`src/sv/kphd_pkg.sv`:
```
// ----------------------------------------------------------------------------
// kphd_pkg
// Shared types and constants of the key press and hold detector.
// ----------------------------------------------------------------------------
package kphd_pkg;

  localparam int unsigned HOLD_ENTRIES = 4;
  localparam int unsigned TIME_REGS    = 4;
  localparam int unsigned CFG_IDX_W    = 3;
  localparam int unsigned CFG_DATA_W   = 32;

  localparam logic [15:0] COUNT_MAX = 16'hffff;
  localparam logic [7:0]  NO_KEY    = 8'h00;

  localparam logic [1:0] PH_IDLE         = 2'd0;
  localparam logic [1:0] PH_PRESSED      = 2'd1;
  localparam logic [1:0] PH_WAIT_RELEASE = 2'd2;

  localparam logic [CFG_IDX_W-1:0] REG_ENTRY_COUNT = 3'd0;
  localparam logic [CFG_IDX_W-1:0] REG_HOLD_TIME_A = 3'd1;
  localparam logic [CFG_IDX_W-1:0] REG_HOLD_TIME_B = 3'd2;
  localparam logic [CFG_IDX_W-1:0] REG_HOLD_TIME_C = 3'd3;
  localparam logic [CFG_IDX_W-1:0] REG_HOLD_TIME_D = 3'd4;
  localparam logic [CFG_IDX_W-1:0] REG_FLAG_BYTES  = 3'd5;

  typedef struct packed {
    logic [2:0]                  entry_count;
    logic [TIME_REGS-1:0][15:0]  hold_time;
    logic [TIME_REGS-1:0][7:0]   flag_bytes;
  } cfg_t;

endpackage

```
`src/sv/kphd_if.sv`:
```
// ----------------------------------------------------------------------------
// kphd_if
// Channel interfaces: input ticks, result items and register writes.
// ----------------------------------------------------------------------------
interface kphd_in_if;
  logic       valid;
  logic       ready;
  logic [7:0] key_code;
  logic       deal_done;

  modport source (output valid, key_code, deal_done, input ready);
  modport sink   (input valid, key_code, deal_done, output ready);
endinterface

interface kphd_out_if;
  logic        valid;
  logic        ready;
  logic [7:0]  key_name;
  logic        press_event;
  logic        release_event;
  logic [7:0]  hold_flags;
  logic [15:0] hold_ticks;
  logic        has_key;

  modport source (output valid, key_name, press_event, release_event, hold_flags,
                  hold_ticks, has_key, input ready);
  modport sink   (input valid, key_name, press_event, release_event, hold_flags,
                  hold_ticks, has_key, output ready);
endinterface

interface kphd_cfg_if;
  import kphd_pkg::*;
  logic                  valid;
  logic                  ready;
  logic [CFG_IDX_W-1:0]  index;
  logic [CFG_DATA_W-1:0] data;

  modport source (output valid, index, data, input ready);
  modport sink   (input valid, index, data, output ready);
endinterface

```
`src/sv/kphd_cfg.sv`:
```
// ----------------------------------------------------------------------------
// kphd_cfg
// Configuration register file: entry count, hold times and flag bytes.
// ----------------------------------------------------------------------------
module kphd_cfg (
  input  logic            clk,
  input  logic            rst_n,
  kphd_cfg_if.sink        cfg_ch,
  output kphd_pkg::cfg_t  cfg
);
  import kphd_pkg::*;

  cfg_t cfg_r;

  assign cfg_ch.ready = 1'b1;
  assign cfg          = cfg_r;

  always_ff @(posedge clk) begin
    if (!rst_n) begin
      cfg_r <= '0;
    end else if (cfg_ch.valid) begin
      case (cfg_ch.index)
        REG_ENTRY_COUNT: cfg_r.entry_count  <= cfg_ch.data[2:0];
        REG_HOLD_TIME_A: cfg_r.hold_time[0] <= cfg_ch.data[15:0];
        REG_HOLD_TIME_B: cfg_r.hold_time[1] <= cfg_ch.data[15:0];
        REG_HOLD_TIME_C: cfg_r.hold_time[2] <= cfg_ch.data[15:0];
        REG_HOLD_TIME_D: cfg_r.hold_time[3] <= cfg_ch.data[15:0];
        REG_FLAG_BYTES:  cfg_r.flag_bytes   <= cfg_ch.data;
        default: ;
      endcase
    end
  end

endmodule

```
`src/sv/kphd_match.sv`:
```
// ----------------------------------------------------------------------------
// kphd_match
// Hold table lookup: flag byte of the first active entry equal to the count.
// ----------------------------------------------------------------------------
module kphd_match (
  input  kphd_pkg::cfg_t  cfg,
  input  logic [15:0]     count,
  output logic [7:0]      flags
);
  import kphd_pkg::*;

  localparam int unsigned N_ACT = (HOLD_ENTRIES < TIME_REGS) ? HOLD_ENTRIES : TIME_REGS;

  logic [3:0] n_used;
  logic [3:0] lim;

  assign lim    = 4'(N_ACT);
  assign n_used = ({1'b0, cfg.entry_count} > lim) ? lim : {1'b0, cfg.entry_count};

  always_comb begin
    flags = '0;
    for (int i = N_ACT - 1; i >= 0; i--) begin
      if ((4'(i) < n_used) && (cfg.hold_time[i] == count)) begin
        flags = cfg.flag_bytes[i];
      end
    end
  end

endmodule

```
`src/sv/key_press_hold_detector_core.sv`:
```
// ----------------------------------------------------------------------------
// key_press_hold_detector_core
// Key press, hold and release detector on scanned 10 ms key ticks.
//
// in_ch takes one tick item per handshake: key code (0 = no key) and the
// application's handled flag. out_ch returns exactly one result item per
// tick: latched key, press and release events, matched hold flag byte,
// saturating hold tick count and the sticky has-key mark. cfg_ch writes the
// entry count, four hold times and the packed flag bytes; it is always ready.
// The result is registered: one input register, then the phase machine and
// table compare into the result register. Throughput is one item per cycle
// while out_ch does not stall. When out_ch stalls, the result register holds
// and the input register fills; in_ch ready drops only when both are full.
// Reset clears the phase to idle, the hold count, key, has-key mark and the
// valid flags of both pipeline stages.
// ----------------------------------------------------------------------------
module key_press_hold_detector_core (
  input  logic      clk,
  input  logic      rst_n,
  kphd_in_if.sink   in_ch,
  kphd_out_if.source out_ch,
  kphd_cfg_if.sink  cfg_ch
);
  import kphd_pkg::*;

  cfg_t        cfg;
  logic        s1_valid_r;
  logic [7:0]  s1_code_r;
  logic        s1_done_r;
  logic        out_valid_r;
  logic        s2_take;
  logic        s1_load;

  logic [1:0]  phase_r, phase_nxt;
  logic [15:0] hold_count_r, hold_count_nxt;
  logic [7:0]  current_key_r, current_key_nxt;
  logic        seen_key_r, seen_key_nxt;
  logic        press_nxt, release_nxt;
  logic [15:0] count_inc;
  logic [7:0]  match_flags;
  logic [7:0]  flags_nxt;

  logic        press_r, release_r, has_key_r;
  logic [7:0]  key_name_r, flags_r;
  logic [15:0] ticks_r;

  kphd_cfg u_cfg (
    .clk    (clk),
    .rst_n  (rst_n),
    .cfg_ch (cfg_ch),
    .cfg    (cfg)
  );

  assign count_inc = (hold_count_r == COUNT_MAX) ? hold_count_r : hold_count_r + 16'd1;

  kphd_match u_match (
    .cfg   (cfg),
    .count (count_inc),
    .flags (match_flags)
  );

  assign s2_take     = s1_valid_r && (!out_valid_r || out_ch.ready);
  assign in_ch.ready = !s1_valid_r || s2_take;
  assign s1_load     = in_ch.valid && in_ch.ready;

  always_comb begin
    phase_nxt       = phase_r;
    hold_count_nxt  = hold_count_r;
    current_key_nxt = current_key_r;
    seen_key_nxt    = seen_key_r;
    press_nxt       = 1'b0;
    release_nxt     = 1'b0;
    flags_nxt       = '0;
    case (phase_r)
      PH_IDLE: begin
        hold_count_nxt  = '0;
        current_key_nxt = s1_code_r;
        if (s1_code_r != NO_KEY) begin
          phase_nxt = PH_PRESSED;
          press_nxt = 1'b1;
        end
      end
      PH_PRESSED: begin
        seen_key_nxt   = 1'b1;
        hold_count_nxt = count_inc;
        flags_nxt      = match_flags;
        if (s1_done_r) begin
          phase_nxt = PH_WAIT_RELEASE;
        end
      end
      PH_WAIT_RELEASE: begin
        if (s1_code_r == NO_KEY) begin
          phase_nxt   = PH_IDLE;
          release_nxt = !s1_done_r;
        end
      end
      default: begin
        current_key_nxt = NO_KEY;
        phase_nxt       = PH_IDLE;
      end
    endcase
  end

  always_ff @(posedge clk) begin
    if (!rst_n) begin
      s1_valid_r    <= 1'b0;
      out_valid_r   <= 1'b0;
      phase_r       <= PH_IDLE;
      hold_count_r  <= '0;
      current_key_r <= NO_KEY;
      seen_key_r    <= 1'b0;
    end else begin
      if (s1_load) begin
        s1_valid_r <= 1'b1;
      end else if (s2_take) begin
        s1_valid_r <= 1'b0;
      end
      if (s2_take) begin
        out_valid_r   <= 1'b1;
        phase_r       <= phase_nxt;
        hold_count_r  <= hold_count_nxt;
        current_key_r <= current_key_nxt;
        seen_key_r    <= seen_key_nxt;
      end else if (out_ch.ready) begin
        out_valid_r <= 1'b0;
      end
    end
  end

  always_ff @(posedge clk) begin
    if (s1_load) begin
      s1_code_r <= in_ch.key_code;
      s1_done_r <= in_ch.deal_done;
    end
    if (s2_take) begin
      key_name_r <= current_key_nxt;
      press_r    <= press_nxt;
      release_r  <= release_nxt;
      flags_r    <= flags_nxt;
      ticks_r    <= hold_count_nxt;
      has_key_r  <= seen_key_nxt;
    end
  end

  assign out_ch.valid         = out_valid_r;
  assign out_ch.key_name      = key_name_r;
  assign out_ch.press_event   = press_r;
  assign out_ch.release_event = release_r;
  assign out_ch.hold_flags    = flags_r;
  assign out_ch.hold_ticks    = ticks_r;
  assign out_ch.has_key       = has_key_r;

endmodule
```
`src/flat_wrapper.sv`:
```
// flat-port wrapper written by rule: the top's interface ports become plain ports
module key_press_hold_detector_core_flat import kphd_pkg::*;
  (clk, rst_n, in_ch_valid, in_ch_key_code, in_ch_deal_done, in_ch_ready, out_ch_valid, out_ch_key_name, out_ch_press_event, out_ch_release_event, out_ch_hold_flags, out_ch_hold_ticks, out_ch_has_key, out_ch_ready, cfg_ch_valid, cfg_ch_index, cfg_ch_data, cfg_ch_ready);
  kphd_in_if in_ch_i ();
  kphd_out_if out_ch_i ();
  kphd_cfg_if cfg_ch_i ();
  input  logic clk;
  input  logic rst_n;
  input wire logic [$bits(in_ch_i.valid)-1:0] in_ch_valid;
  input wire logic [$bits(in_ch_i.key_code)-1:0] in_ch_key_code;
  input wire logic [$bits(in_ch_i.deal_done)-1:0] in_ch_deal_done;
  output wire logic [$bits(in_ch_i.ready)-1:0] in_ch_ready;
  output wire logic [$bits(out_ch_i.valid)-1:0] out_ch_valid;
  output wire logic [$bits(out_ch_i.key_name)-1:0] out_ch_key_name;
  output wire logic [$bits(out_ch_i.press_event)-1:0] out_ch_press_event;
  output wire logic [$bits(out_ch_i.release_event)-1:0] out_ch_release_event;
  output wire logic [$bits(out_ch_i.hold_flags)-1:0] out_ch_hold_flags;
  output wire logic [$bits(out_ch_i.hold_ticks)-1:0] out_ch_hold_ticks;
  output wire logic [$bits(out_ch_i.has_key)-1:0] out_ch_has_key;
  input wire logic [$bits(out_ch_i.ready)-1:0] out_ch_ready;
  input wire logic [$bits(cfg_ch_i.valid)-1:0] cfg_ch_valid;
  input wire logic [$bits(cfg_ch_i.index)-1:0] cfg_ch_index;
  input wire logic [$bits(cfg_ch_i.data)-1:0] cfg_ch_data;
  output wire logic [$bits(cfg_ch_i.ready)-1:0] cfg_ch_ready;
  assign in_ch_i.valid = in_ch_valid;
  assign in_ch_i.key_code = in_ch_key_code;
  assign in_ch_i.deal_done = in_ch_deal_done;
  assign in_ch_ready = in_ch_i.ready;
  assign out_ch_valid = out_ch_i.valid;
  assign out_ch_key_name = out_ch_i.key_name;
  assign out_ch_press_event = out_ch_i.press_event;
  assign out_ch_release_event = out_ch_i.release_event;
  assign out_ch_hold_flags = out_ch_i.hold_flags;
  assign out_ch_hold_ticks = out_ch_i.hold_ticks;
  assign out_ch_has_key = out_ch_i.has_key;
  assign out_ch_i.ready = out_ch_ready;
  assign cfg_ch_i.valid = cfg_ch_valid;
  assign cfg_ch_i.index = cfg_ch_index;
  assign cfg_ch_i.data = cfg_ch_data;
  assign cfg_ch_ready = cfg_ch_i.ready;
  key_press_hold_detector_core u_core (.clk(clk), .rst_n(rst_n), .in_ch(in_ch_i), .out_ch(out_ch_i), .cfg_ch(cfg_ch_i));
endmodule
```
`config.mk`:
```
export PLATFORM = sky130hd
export DESIGN_NAME = key_press_hold_detector_core_flat
export DESIGN_NICKNAME = d
export VERILOG_FILES = /design/src/sv/kphd_pkg.sv /design/src/sv/kphd_if.sv /design/src/sv/kphd_cfg.sv /design/src/sv/kphd_match.sv /design/src/sv/key_press_hold_detector_core.sv /design/src/flat_wrapper.sv
export SDC_FILE = /design/constraint.sdc
export NUM_CORES = 1
export LEC_CHECK = 0
export ABC_AREA = 1
export BUFFER_PORTS_ARGS = -buffer_cell sky130_fd_sc_hd__buf_2
export CAP_MARGIN = 5
export CORE_ASPECT_RATIO = 0.8
export CORE_MARGIN = 4
export CORE_UTILIZATION = 30
export CTS_CLUSTER_SIZE = 40
export DETAILED_ROUTE_END_ITERATION = 7
export PLACE_DENSITY = 0.45
export SLEW_MARGIN = 20
export SYNTH_ARGS = -nofsm -noshare
export SYNTH_HDL_FRONTEND = slang
export SYNTH_HIERARCHICAL = 1
export SYNTH_SLANG_ARGS = --single-unit
```
`constraint.sdc`:
```
create_clock -name clk -period 4.2 [get_ports clk]
set_input_delay 0.63 -clock clk [delete_from_list [all_inputs] [get_ports clk]]
set_output_delay 0.63 -clock clk [all_outputs]
set_load 0.005 [all_outputs]
```
==> reports/metrics.cfg, run 1 <==
[critical_path]
crit_path_cell_trace=ha_1 -> nand3_2 -> inv_2 -> nand2_4 -> nor2_8 -> inv_4 -> nand2_1 -> nand2_1 -> nand2_1 -> nand2_1 -> nor2_1 -> nand3_1 -> nor2_1 -> nand3_2 -> nor2_1 -> nor2_1 -> nand2_1 -> nand2_1 -> nand2_1 -> inv_1
cp_data_arrival_time_ns=3.63
end_kind=register
required_ns=4.40
cp-start-kind=register
worst_path_most_repeated_cell=nand2_1
criticalPathCategory=reg -> reg
timing.rr.start=u_core/hold_count_r[0]
worst_path_max_delay_cell=dfxtp_1
worstSetupStartpoint=u_core/hold_count_r[0]
critPathMaxFanout=13
critPathMaxStageDelay_ns=0.47

[timing]
fmax_ghz=0.2914
hold_violations=0
tightestPinTransition_ns=1.028
maxSlewHeadroom_pct=31.40
drv_slew=0
finClkSkew_ns=0.01027
hold_slack_ns=0.3682
min_period_over_period_pct=81.72
rsz0062_at_grt=false
report.final.setup_viol=0
tns_ns=0
layout_min_cycle_time_ns=3.432

[cells_and_area]
fillCellCount=3222
antenna_cells=0
nNetsFinal=1441
drive_gt1_share_pct=13.95
seqCellArea_mm2=0.003884
stdcell_count=1804
area_growth_pct=14.44
multi_input_area_mm2=0.004270

[clock_tree]
cts.reportedPaths.clkPinSlew_ns=0.07
insertion_delay_ns=0.43
cts_max_path_buffers=2
cts.sinks=172
post-cts-setup-buffer-count=0
tritoncts=built
cts_buffers=17
cts_hold_buf=0
cts.repair.resized=0
clockRootBuffer=clkbuf_16
ctsHtreeMaxLevel=4

[detailed_routing]
avgRoutedWirePerCell_um=15.45
drt-pass1-iter-count=5
drt_iter0_drc=614
routed_wl_um=27880
viasPerCell=4.482
num_vias=8086
drc=0
route.antenna.remaining_nets=0

[grt]
grt_max_degree=64
track_usage_pct=17.04
grt_pass1_vias=7663
grt_pass1_wl_um=44240
antenna_found_initial=0
grt-ovfl-total=0

[pwr]
seq_power_share_pct=47.4
cellInternalPower_mw=2.736
power_frac_comb_pct=13.7
clockPowerShare_pct=39.0
p_leak_nw=4.836
total_power_mw=3.871
p_sw_mw=1.135
irDropWorstVdd_uv=220.6
switching_share_pct=29.32
powerDensity_mw_per_mm2=374.3

[synthesis]
synth_top_area_share_pct=28.35
yosysUniqueCellTypes=38
synth_area_leaders=dfxtp_1 (28%), edfxtp_1 (15%), nand2_1 (14%)
syn_area_mm2=0.009037
postSynthNetCount=1380
ys_ff_latch=172
ys_top_cells_by_count=nand2_1 (341), nor2_1 (289), inv_1 (146), nand3_1 (136), dfxtp_1 (128)
synth.largest_area_cell=dfxtp_1
synth_most_common_cell=nand2_1
async_reset_ff_share_pct=0
postSynthAreaPerCell_um2=6.826
synthFlopType=dfxtp_1
synth_edf_count=44
synth-seq-area-share_pct=42.97
ys_warn_count=6
postSynthCellCount=1324

[worst_hold_path]
hold_start=in_ch_key_code[3]
min-delay-path-class=in -> reg

[floorplanning]
rows=56
placeableCoreArea_mm2=0.02950
die_h_um=163.2
start_util_pct=30.64
io_pins=87
chipWidth_um=202.1
dieArea_mm2=0.03298

[status]
status=finished clean

[placement]
numPlacedInstances=1772
dpl.hpwl_um=19750
portBuffers=85
gp_congestion=0.8633

[flow_run]
maxCapViolCount=0

kinds of logic (layout without fill, tap and decap cells):
kind of cell / count (synthesis) / after routing / synth area share [%]
AO/OA/AOI/OAI: 65 / 65 / 3.807
AND/OR/NAND/NOR: 835 / 835 / 39.78
flip-flops: 172 / 172 / 42.97
adder cells (fa/ha/maj): 7 / 7 / 0.9691
other: 1 / 1 / 0.04149
buffers and inverters: 218 / 292 / 9.913
XOR/XNOR: 26 / 26 / 2.520
cells in the final DEF (no fill, tap or decap), types with 14 or more instances in the layout:
cell type and instances:
a21oi_1 26, buf_2 84, clkbuf_16 17, dfxtp_1 128
edfxtp_1 44, inv_1 146, inv_2 14, nand2_1 341
nand3_1 136, nor2_1 288, o21ai_0 28
metrics by stage:
| step | util [%] | area [µm²] | setup slack (ns) |
|---|---|---|---|
| finish | 35.06 | 10340 | 0.7679 |
| global route | 35.06 | 10340 | 0.4769 |
| CTS | 35.06 | 10340 | 0.8315 |
| detailed placement | 33.21 | 9796 | 0.8543 |
| global placement | 33.21 | 9796 | 0.8396 |
| floorplan | - | 9037 | 1.573 |
power groups by stage:
stage / logic, mW / clock network, mW / registers (mW)
finish: 0.529 / 1.51 / 1.83
global placement: 0.530 / 0 / 1.87
floorplan: 0.358 / 0 / 1.86
global route: 0.601 / 1.63 / 1.84
CTS: 0.532 / 1.56 / 1.83
detailed placement: 0.530 / 0 / 1.87
critical path: cells and delay by family (launching register included):
family	cells	cell delay, ns
flops	1	0.47
buf+inv	3	0.30
simple gates	16	2.12
fa+ha+maj	1	0.30
routing by layer:
| layer | share of wire (%) | global-route usage (%) | wire length, µm |
|---|---|---|---|
| met1 | 52 | 26.09 | 14390 |
| met2 | 41 | 24.74 | 11470 |
| met3 | 5.7 | 2.898 | 1597 |
| met4 | 1.5 | 4.224 | 418 |
| met5 | 0 | 0 | 0 |
registers in the layout (all words and copies together) (netlist names):
signal	count
u_core/u_cfg/cfg	99
u_core/hold_count_r	16
u_core/out_ch.hold_ticks	16
u_core/current_key_r	8
u_core/out_ch.hold_flags	8
u_core/out_ch.key_name	8
u_core/s1_code_r	8
u_core/phase_r	2
u_core/out_ch.has_key	1
u_core/out_ch.press_event	1
u_core/out_ch.release_event	1
u_core/out_ch.valid	1
u_core/s1_done_r	1
u_core/s1_valid_r	1
u_core/seen_key_r	1
final cells by class:
class	instances	share of cell area, %
Clock buffer	19	4.283
Clock inverter	13	1.004
Inverter	164	6.025
Multi-Input combinational cell	934	41.29
Sequential cell	172	37.55
Tap cell	406	4.912
Timing Repair Buffer	96	4.936
final timing paths:
path | to | slack [ns] | cells past startpoint
worst max-delay path | u_core/out_ch.hold_flags[5] | 0.77 | 20
worst min-delay path | u_core/s1_code_r[3] | 0.37 | 1
worst max register to register | u_core/out_ch.hold_flags[5] | 0.77 | 20
worst min register to register | u_core/u_cfg/cfg[21] | 0.48 | 2
No activity file was read; power rests on OpenSTA's default activity.
==> run 2, diff against run 1 <==
--- a/config.mk
+++ b/config.mk
@@ -5,7 +5,7 @@
 export SDC_FILE = /design/constraint.sdc
 export NUM_CORES = 1
 export LEC_CHECK = 0
-export ABC_AREA = 1
+export ABC_AREA = 0
 export BUFFER_PORTS_ARGS = -buffer_cell sky130_fd_sc_hd__buf_2
 export CAP_MARGIN = 5
 export CORE_ASPECT_RATIO = 0.8
==> constraint.sdc (replaced) <==
create_clock -name clk -period 3.4 [get_ports clk]
set_input_delay 0.51 -clock clk [delete_from_list [all_inputs] [get_ports clk]]
set_output_delay 0.51 -clock clk [all_outputs]
set_load 0.005 [all_outputs]
==> reports/metrics.cfg, run 2 <==
[timing]
tightestPinTransition_ns=0.9026  ; -0.1253 ns
finClkSkew_ns=0.01441  ; +0.004140 ns
min_period_over_period_pct=97.03  ; +15 points
report.final.setup_viol=0  ; unchanged
hold_violations=0  ; unchanged
hold_slack_ns=0.2475  ; -0.1207 ns
drv_slew=0  ; unchanged
maxSlewHeadroom_pct=39.76  ; +8.4 points
layout_min_cycle_time_ns=3.299  ; -0.1330 ns
fmax_ghz=0.3031  ; +4.0%

[floorplanning]
placeableCoreArea_mm2=0.02763  ; -6.3%
die_h_um=158.7  ; -2.8%
rows=54  ; -3.6%
start_util_pct=30.80  ; +0.17 points
io_pins=87  ; unchanged
chipWidth_um=196.3  ; -2.8%
dieArea_mm2=0.03115  ; -5.6%

[grt]
antenna_found_initial=0  ; unchanged
grt_max_degree=48  ; -25%
grt-ovfl-total=0  ; unchanged
grt_pass1_vias=6560  ; -14%
grt_pass1_wl_um=39100  ; -12%
track_usage_pct=16.20  ; -0.84 points

[cells_and_area]
antenna_cells=0  ; unchanged
fillCellCount=2826  ; -12%
area_growth_pct=22.50
drive_gt1_share_pct=24.95  ; +11 points
largest_reg_flops=99  ; unchanged
mostFrequentLayoutCells=nand2_1 (193), dfxtp_1 (124), mux2i_1 (102)
layout_commonest_cell=nand2_1
nNetsFinal=1049  ; -27%

[synthesis]
synth_top_family_by_area=simple AND/OR/NAND/NOR gates
postSynthAreaPerCell_um2=9.806  ; +44%
synth-compound-area-share_pct=10.01  ; +6.2 points
synthFlopType=dfxtp_1
synth-xor-area-share_pct=7.511  ; +5.0 points
synthAdderAreaFrac_pct=1.029  ; +0.060 points
synth_most_common_cell=nand2_1
yosysUniqueCellTypes=68  ; +79%
synth-seq-area-share_pct=45.63  ; +2.7 points
synth-simple-area-share_pct=19.30  ; -20 points
ys_ff_latch=172  ; unchanged
async_reset_ff_share_pct=0  ; unchanged
postSynthNetCount=924  ; -33%
synth_edf_count=44  ; unchanged
synth.largest_area_cell=dfxtp_1
yosys-mux-area-fraction_pct=11.99  ; +12 points
postSynthCellCount=868  ; -34%
ys_top_cells_by_count=nand2_1 (195), dfxtp_1 (128), mux2i_1 (102), xnor2_1 (50), edfxtp_1 (44)
synth_top_area_share_pct=30.10  ; +1.8 points
syn_area_mm2=0.008512  ; -5.8%
ys_warn_count=6  ; unchanged
synth_area_leaders=dfxtp_1 (30%), edfxtp_1 (16%), mux2i_1 (12%)

[detailed_routing]
viasPerCell=4.922  ; +9.8%
drt-pass1-iter-count=5  ; unchanged
route.antenna.remaining_nets=0  ; unchanged
drc=0  ; unchanged
avgRoutedWirePerCell_um=18.54  ; +20%
num_vias=6743  ; -17%
routed_wl_um=25410  ; -8.9%
drt_iter0_drc=488  ; -21%

[worst_hold_path]
min-delay-path-class=in -> reg

[critical_path]
required_ns=3.59  ; -0.81 ns
end_kind=register
r2r_slack_ns=0.10  ; -0.67 ns
critPathMaxStageDelay_ns=0.41  ; -0.06 ns
worst_path_max_delay_cell=dfxtp_1
crit_path_cell_trace=nand4_4 -> nor4_4 -> buf_4 -> nor2_1 -> xor2_2 -> buf_4 -> xnor2_1 -> nand4_1 -> nor4_4 -> buf_12 -> o21bai_1 -> a32oi_1 -> and2_1
cp-start-kind=register
critPathMaxFanout=16  ; +3
criticalPathCategory=reg -> reg
cp_data_arrival_time_ns=3.49  ; -0.14 ns

[placement]
dpl.hpwl_um=18360  ; -7.0%
gp_congestion=0.8713  ; +0.93%
portBuffers=85  ; unchanged

[pwr]
total_power_mw=4.521  ; +17%
powerDensity_mw_per_mm2=433.6  ; +16%
irDropWorstVdd_uv=336.0  ; +52%
p_leak_nw=4.286  ; -11%

[clock_tree]
cts.sinks=172  ; unchanged
insertion_delay_ns=0.43  ; about the same
ctsHtreeMaxLevel=4  ; unchanged
cts_max_path_buffers=2  ; unchanged
tritoncts=built
cts_buffers=17  ; unchanged
cts.reportedPaths.clkPinSlew_ns=0.07  ; about the same
clockRootBuffer=clkbuf_16

[flow_run]
maxCapViolCount=0  ; unchanged

[status]
status=finished clean

==> run 2: stage by stage <==
step | setup TNS [ns] | utilization (%) | setup slack, ns | std cells | cell area [µm²]
final | 0 | 37.73 | 0.1009 | 1370 | 10430
after global routing | -0.004346 | 37.73 | -0.004346 | 1370 | 10430
after CTS | 0 | 37.21 | 0.02889 | 1364 | 10280
after detailed placement | -1.546 | 34.90 | -0.1986 | 1331 | 9646
after floorplan | 0 | - | 0.05332 | 868 | 8516
after global placement | -1.540 | 34.90 | -0.1957 | 1331 | 9646
==> run 2: cell type report <==
cell class | instances | area, µm² | area share (%)
Tap cell | 364 | 455.4 | 4.368
Inverter | 12 | 45.04 | 0.4320
Sequential cell | 172 | 3894 | 37.34
Clock inverter | 10 | 105.1 | 1.008
Clock buffer | 22 | 475.5 | 4.560
Multi-Input combinational cell | 622 | 4389 | 42.09
Timing Repair Buffer | 168 | 1064 | 10.20
==> run 2: cell families after synthesis <==
| group | Yosys count |
|---|---|
| other | 1 |
| muxes | 102 |
| adders and majority gates | 7 |
| AOI/OAI and AO/OA | 112 |
| and+or+nand+nor | 327 |
| xor gates and xnor gates | 73 |
| buffers and inverters | 74 |
| DFF | 172 |
==> run 2: power breakdown <==
| part | leakage [nW] | internal, mW | switching (mW) |
|---|---|---|---|
| combinational | 2.55 | 0.131 | 0.243 |
| sequential | 1.46 | 2.16 | 0.0345 |
| clock | 0.275 | 1.09 | 0.866 |
| total | 4.29 | 3.38 | 1.14 |
==> run 2: path summary, 6_finish.rpt <==
path | start | endpoint | cells after the start
setup / recovery | u_core/hold_count_r[10] | u_core/out_ch.hold_flags[5] | 13
hold / removal | in_ch_key_code[4] | u_core/s1_code_r[4] | 1
setup reg to reg | u_core/hold_count_r[10] | u_core/out_ch.hold_flags[5] | 13
hold reg to reg | u_core/current_key_r[2] | u_core/current_key_r[2] | 2
==> run 2: critical path, delay by kind of cell, from the launching register on <==
family	cells	cell delay (ns)
AND/OR/NAND/NOR	6	1.38
AO/OA/AOI/OAI	2	0.19
buffers and inverters	3	0.59
flip-flops	1	0.41
XOR/XNOR	2	0.49
==> run 2: routing by layer <==
metal / wire length, µm / share of wire, % / vias up / global-route usage [%]
met2: 10630 / 42 / 176 / 23.93
met5: 0 / 0 / - / 0
met3: 1355 / 5.3 / 27 / 3.343
met1: 13020 / 51 / 3228 / 23.97
li1: - / - / 3312 / -
met4: 398 / 1.6 / 0 / 4.520
==> run 2: repair_timing <==
action                     CTS  global route
pin swaps                    1            14
resized for setup           10            21
setup buffers                1             6
hold buffers                 0             0
setup endpoints to repair    8             8
